--- src/design/casu_pkg.sv ---
// Package for the compacting array store unit: the store capacity, command and
// status codes, the transaction structs and the controller state type. Depends on nothing.
package casu_pkg;

    localparam int CAPACITY = 16;

    typedef enum logic [2:0] {
        CMD_APPEND    = 3'd0,
        CMD_DROP_LAST = 3'd1,
        CMD_REMOVE_EQ = 3'd2,
        CMD_REMOVE_AT = 3'd3,
        CMD_READ_AT   = 3'd4
    } command_t;

    typedef enum logic [2:0] {
        ST_DONE    = 3'd0,
        ST_FULL    = 3'd1,
        ST_EMPTY   = 3'd2,
        ST_NOMATCH = 3'd3,
        ST_RANGE   = 3'd4
    } status_t;

    typedef struct packed {
        logic [2:0]         command;
        logic signed [31:0] value;
        logic [3:0]         index;
    } request_t;

    typedef struct packed {
        logic signed [31:0] read_data;
        logic [4:0]         entry_count;
        logic [2:0]         status;
    } result_t;

    typedef enum logic [1:0] {
        FSM_IDLE,
        FSM_READ,
        FSM_SEARCH,
        FSM_SHIFT
    } fsm_state_t;

endpackage

--- src/design/compacting_array_store_unit.sv ---
// Compacting array store unit: a packed list of signed words in one
// synchronous memory with a live entry count. Depends on casu_pkg.
//
// A transaction is accepted when start is high and busy is low; exactly one
// result follows, shown on result for the single cycle in which done is high,
// and the receiver cannot stall it. Append, drop last and unknown commands
// return their result in the cycle after acceptance; a read passes through the
// read state first. Remove at index i walks the shift state, moving later
// entries down, and remove first match walks the search state until the match
// is found and then the shift state; a search that finds nothing ends in the
// search state. Both walks are set by the single read port of the entry
// memory, which delivers one entry per cycle.
module compacting_array_store_unit (
    input  logic              clk,
    input  logic              rst_n,
    input  logic              start,
    output logic              busy,
    input  casu_pkg::request_t request,
    output logic              done,
    output casu_pkg::result_t  result
);
    import casu_pkg::*;

    localparam int AW = (CAPACITY > 1) ? $clog2(CAPACITY) : 1;
    localparam int CW = $clog2(CAPACITY + 1);
    localparam int XW = (CW > 4) ? CW : 4;

    logic signed [31:0] mem [CAPACITY];
    logic signed [31:0] rdata_reg;

    fsm_state_t         state_reg, state_next;
    logic [CW-1:0]      count_reg, count_next;
    logic [CW-1:0]      ptr_reg, ptr_next;
    logic [CW-1:0]      dst_reg, dst_next;
    logic               pend_reg, pend_next;
    logic               done_reg, done_next;
    result_t            res_reg, res_next;
    logic signed [31:0] val_reg, val_next;

    logic               mem_we;
    logic [AW-1:0]      mem_waddr;
    logic signed [31:0] mem_wdata;
    logic               mem_re;
    logic [AW-1:0]      mem_raddr;

    logic               accept;
    logic               in_range;

    assign accept   = start && (state_reg == FSM_IDLE);
    assign in_range = XW'(request.index) < XW'(count_reg);

    always_ff @(posedge clk)
    begin
        if (mem_we)
        begin
            mem[mem_waddr] <= mem_wdata;
        end
        if (mem_re)
        begin
            rdata_reg <= mem[mem_raddr];
        end
    end

    always_ff @(posedge clk or negedge rst_n)
    begin
        if (!rst_n)
        begin
            state_reg <= FSM_IDLE;
            count_reg <= '0;
            ptr_reg   <= '0;
            dst_reg   <= '0;
            pend_reg  <= 1'b0;
            done_reg  <= 1'b0;
        end
        else
        begin
            state_reg <= state_next;
            count_reg <= count_next;
            ptr_reg   <= ptr_next;
            dst_reg   <= dst_next;
            pend_reg  <= pend_next;
            done_reg  <= done_next;
        end
    end

    always_ff @(posedge clk)
    begin
        res_reg <= res_next;
        val_reg <= val_next;
    end

    always_comb
    begin
        state_next = state_reg;
        count_next = count_reg;
        ptr_next   = ptr_reg;
        dst_next   = dst_reg;
        pend_next  = pend_reg;
        done_next  = 1'b0;
        res_next   = res_reg;
        val_next   = val_reg;
        mem_we     = 1'b0;
        mem_waddr  = dst_reg[AW-1:0];
        mem_wdata  = rdata_reg;
        mem_re     = 1'b0;
        mem_raddr  = ptr_reg[AW-1:0];

        unique case (state_reg)
            FSM_IDLE:
            begin
                if (accept)
                begin
                    val_next           = request.value;
                    res_next.read_data = '0;
                    res_next.status    = ST_DONE;
                    unique case (request.command)
                        CMD_APPEND:
                        begin
                            done_next = 1'b1;
                            if (count_reg == CW'(CAPACITY))
                            begin
                                res_next.status = ST_FULL;
                            end
                            else
                            begin
                                mem_we     = 1'b1;
                                mem_waddr  = count_reg[AW-1:0];
                                mem_wdata  = request.value;
                                count_next = count_reg + 1'b1;
                            end
                        end
                        CMD_DROP_LAST:
                        begin
                            done_next = 1'b1;
                            if (count_reg == '0)
                            begin
                                res_next.status = ST_EMPTY;
                            end
                            else
                            begin
                                count_next = count_reg - 1'b1;
                            end
                        end
                        CMD_REMOVE_EQ:
                        begin
                            if (count_reg == '0)
                            begin
                                done_next       = 1'b1;
                                res_next.status = ST_NOMATCH;
                            end
                            else
                            begin
                                ptr_next   = '0;
                                pend_next  = 1'b0;
                                state_next = FSM_SEARCH;
                            end
                        end
                        CMD_REMOVE_AT:
                        begin
                            if (!in_range)
                            begin
                                done_next       = 1'b1;
                                res_next.status = ST_RANGE;
                            end
                            else
                            begin
                                dst_next   = CW'(request.index);
                                ptr_next   = CW'(request.index) + 1'b1;
                                pend_next  = 1'b0;
                                state_next = FSM_SHIFT;
                            end
                        end
                        CMD_READ_AT:
                        begin
                            if (!in_range)
                            begin
                                done_next       = 1'b1;
                                res_next.status = ST_RANGE;
                            end
                            else
                            begin
                                mem_re     = 1'b1;
                                mem_raddr  = AW'(request.index);
                                state_next = FSM_READ;
                            end
                        end
                        default:
                        begin
                            done_next = 1'b1;
                        end
                    endcase
                    res_next.entry_count = 5'(count_next);
                end
            end
            FSM_READ:
            begin
                done_next          = 1'b1;
                res_next.read_data = rdata_reg;
                state_next         = FSM_IDLE;
            end
            FSM_SEARCH:
            begin
                if (pend_reg && (rdata_reg == val_reg))
                begin
                    ptr_next   = dst_reg + 1'b1;
                    pend_next  = 1'b0;
                    state_next = FSM_SHIFT;
                end
                else if (ptr_reg < count_reg)
                begin
                    mem_re    = 1'b1;
                    dst_next  = ptr_reg;
                    ptr_next  = ptr_reg + 1'b1;
                    pend_next = 1'b1;
                end
                else if (pend_reg)
                begin
                    pend_next = 1'b0;
                end
                else
                begin
                    done_next            = 1'b1;
                    res_next.status      = ST_NOMATCH;
                    res_next.entry_count = 5'(count_reg);
                    state_next           = FSM_IDLE;
                end
            end
            FSM_SHIFT:
            begin
                if (pend_reg)
                begin
                    mem_we   = 1'b1;
                    dst_next = dst_reg + 1'b1;
                end
                if (ptr_reg < count_reg)
                begin
                    mem_re    = 1'b1;
                    ptr_next  = ptr_reg + 1'b1;
                    pend_next = 1'b1;
                end
                else
                begin
                    pend_next = 1'b0;
                end
                if (!pend_reg && !(ptr_reg < count_reg))
                begin
                    count_next           = count_reg - 1'b1;
                    done_next            = 1'b1;
                    res_next.status      = ST_DONE;
                    res_next.entry_count = 5'(count_reg - 1'b1);
                    state_next           = FSM_IDLE;
                end
            end
            default:
            begin
                state_next = FSM_IDLE;
            end
        endcase
    end

    assign busy   = (state_reg != FSM_IDLE);
    assign done   = done_reg;
    assign result = res_reg;

endmodule

--- config.mk ---
export PLATFORM = sky130hd
export DESIGN_NAME = compacting_array_store_unit
export DESIGN_NICKNAME = d
export VERILOG_FILES = /design/src/design/casu_pkg.sv /design/src/design/compacting_array_store_unit.sv
export SDC_FILE = /design/constraint.sdc
export NUM_CORES = 1
export LEC_CHECK = 0
export BUFFER_PORTS_ARGS = -buffer_cell sky130_fd_sc_hd__buf_2
export CORE_ASPECT_RATIO = 0.5
export CORE_MARGIN = 5
export CORE_UTILIZATION = 45
export CTS_BUF_LIST = sky130_fd_sc_hd__clkbuf_8
export DETAILED_ROUTE_END_ITERATION = 8
export GPL_TIMING_DRIVEN = 0
export PLACE_DENSITY = 0.68
export SYNTH_ARGS = -nofsm -noshare
export SYNTH_HDL_FRONTEND = slang
export SYNTH_SLANG_ARGS = --single-unit
--- constraint.sdc ---
create_clock -name clk -period 4.6 [get_ports clk]
set_input_delay 0.69 -clock clk [delete_from_list [all_inputs] [get_ports clk]]
set_output_delay 0.69 -clock clk [all_outputs]
set_load 0.1 [all_outputs]
==> impl_metrics.tcl <==
set metrics [dict create \
    status "finished clean" \
    rows 62 \
    gp_congestion 0.877 \
    numCtsBuffers 90 \
    cp-start-kind "register" \
    total_power_mw 18.9 \
    path_class "reg2reg" \
    period_share_pct 98.3 \
    synth_mux_area_share_pct 12.1 \
    core_area_um2 57000 \
    grt_max_degree 33 \
    holdPathStages 1 \
    grt-ovfl-total 0 \
    tightest_slew_ns 1.21 \
    clkLatencyLatePin_ns 0.66 \
    p_sw_share_pct 38.9 \
    grt_pass1_vias 14800 \
    antenna_left 0 \
    clkTransAtPathRegs_ns 0.07 \
    ir_worst_vdd_uv 295 \
    dieArea_um2 62400 \
    drive_gt1_share_pct 19.8 \
    maxSlewViolCount 0 \
    ys_seq_area_share_pct 73.7 \
    max_clock_freq_mhz 221 \
    largest_register "mem" \
    cp_max_fo 10 \
    ctsHtreeMaxLevel 3 \
    p_clk_share_pct 21.2 \
    synth_compound_area_share_pct 5.75 \
    cts_max_path_buffers 3 \
    stdcell_area_um2 29800 \
    ys_ff_latch 635 \
    port_buffers 83 \
    drt_wl_total_um 75000 \
    synth.distinct_cells 55 \
    maxCapViolCount 0 \
    max-slew-margin-rel_pct 18.3 \
    vias_per_cell 6.07 \
    dp_slack_ns -1.06 \
    hold_viol 0 \
    synth_area_leaders "edfxtp_1 (72%), mux2i_1 (10%), o22ai_1 (3.2%), dfrtp_1 (1.8%), mux2_2 (1.8%)" \
    layout_commonest_cell "edfxtp_1" \
    power.switching_mw 7.37 \
    intPower_mw 11.6 \
    wire_per_inst_um 28.8 \
    antenna_found_initial 1 \
    ioPinCount 84 \
    synth_edf_count 616 \
    leakage_nw 11.1 \
    drt_iter0_markers 2115 \
    synth_top_family_by_area "multiplexers" \
    layout_common_cells "edfxtp_1 (616), mux2i_1 (262), o22ai_1 (131)" \
    ys.flop_type "edfxtp_1" \
    synthXorXnorAreaFrac_pct 1.56 \
    crit_path_start "count_reg[2]" \
    combPwrFrac_pct 35.8 \
    worstPathArrival_ns 4.89 \
    cellPowerDensity_nw_per_um2 635 \
    setup_violations 0 \
    synth_fp_nets 1602 \
    chipHeight_um 179 \
    first_pass_iters 8 \
    place_area_um2 27700 \
    start_util_pct 45.2 \
    syn_to_final_growth_pct 15.9 \
    tns_ns 0 \
    syn_area_um2 25700 \
    skew_ns 0.0306 \
    hold_class "in2reg" \
    crit_required_ns 4.97 \
    synth_top_area_cell "edfxtp_1" \
    via_count 15800 \
    synth_warnings 0 \
    yosysTopAreaCellShare_pct 71.9 \
    seq_power_share_pct 43.0 \
    cts_tree "yes" \
    remaining_drc_errors 0 \
    root_buffer "clkbuf_8" \
    dp_hpwl_um 45900 \
    worst_r2r_path_depth 12 \
    avgSynthCellArea_um2 16.7 \
    min-delay-start "request[12]" \
    synth_fa_ha_area_share_pct 0.826 \
    grt_usage_pct 23.4 \
    largest_reg_flops 512 \
    die_w_um 348 \
    grt_first_pass_wirelength_um 104000 \
    yosys.area_share.simple_pct 4.65 \
    syn_inst 1543 \
    num-nets-final 1826 \
    async_flop_share_pct 2.99 \
    cts.sinks 635 \
    finalCriticalPeriod_ns 4.52 \
    worst_slack_ns 0.0790 \
    critPathCaptureType "register" \
    timing.rr.start "count_reg[2]" \
]
metrics by stage:
stage	util [%]	cells	hold slack (ns)
floorplan	-	1543	0.394
global placement	47.6	2394	0.512
detailed placement	48.6	2414	0.520
CTS	52.1	2587	0.176
global route	52.3	2599	0.179
finish	52.3	2601	0.217
repair_timing:
action / 4_1_cts / 5_1_grt
resized for setup: 83 / 21
pin swaps: 11 / 4
cloned: 1 / 0
endpoints found under the hold margin: 14 / 0
buffers inserted: 15 / 11
hold buffers: 1 / 0
endpoints found under the setup margin: 515 / 461
layer usage:
metal	part of all wire [%]	vias to the layer above	GRT usage, %
li1	-	6591	-
met1	40	7975	33.4
met2	44	1058	35.3
met3	13	158	6.65
met4	2.6	0	6.72
met5	0	-	0
critical path, stage by stage, from the launching register on:
cell,delay [ns]
dfrtp_1,0.33
clkbuf_1,0.29
clkbuf_2,0.29
inv_1,0.13
ha_1,0.21
a2111o_1,0.49
a211oi_4,0.31
buf_12,0.17
mux2_2,0.37
nand2_1,0.28
clkbuf_2,0.59
o22ai_1,0.20
or4_1,0.56
path summary, 6_finish.rpt:
path,slack [ns],end
hold reg to reg,0.54,dst_reg[4]
hold / removal,0.22,val_reg[8]
min in group asynchronous,0.56,state_reg[1]
max in group asynchronous,3.67,pend_reg
setup / recovery,0.08,rdata_reg[4]
setup reg to reg,0.08,rdata_reg[4]
power by group through the flow:
stage	sequential (mW)	clock [mW]	combinational [mW]
after floorplan	9.19	0	3.27
after global placement	8.27	0	6.23
after detailed placement	8.25	0	6.55
after CTS	8.13	4.08	6.65
after global routing	8.19	4.31	7.06
final	8.14	4.02	6.78
cells in the mapped netlist, drive strengths merged (9+ instances only):
cell type	n
a21oi	20
xor2	16
ha	17
nand3	9
o21ai	23
a31oi	14
clkbuf	47
or4	38
dfrtp	19
o22ai	131
nand2	45
edfxtp	616
xnor2	30
and2	34
buf	31
mux2i	263
mux2	42
nor2	38
inv	14
area by class of cell:
type                    instances  area [um2]
inverters                      16        60.1
diodes                          2        5.00
repair buffers                131        1230
plain buffers                  78         443
clock buffers                  92        1270
clock inverters                64         310
flip-flops and latches        635       19000
multi-input cells             815        6590
well taps                     768         961
fillers                      4533       27200
kinds of logic after synthesis:
group,after synthesis
compound gates,230
fa+ha+maj,17
xor+xnor,46
buf+inv,94
flops,635
simple gates,216
mux,305
(Power assumes the default switching activity.)
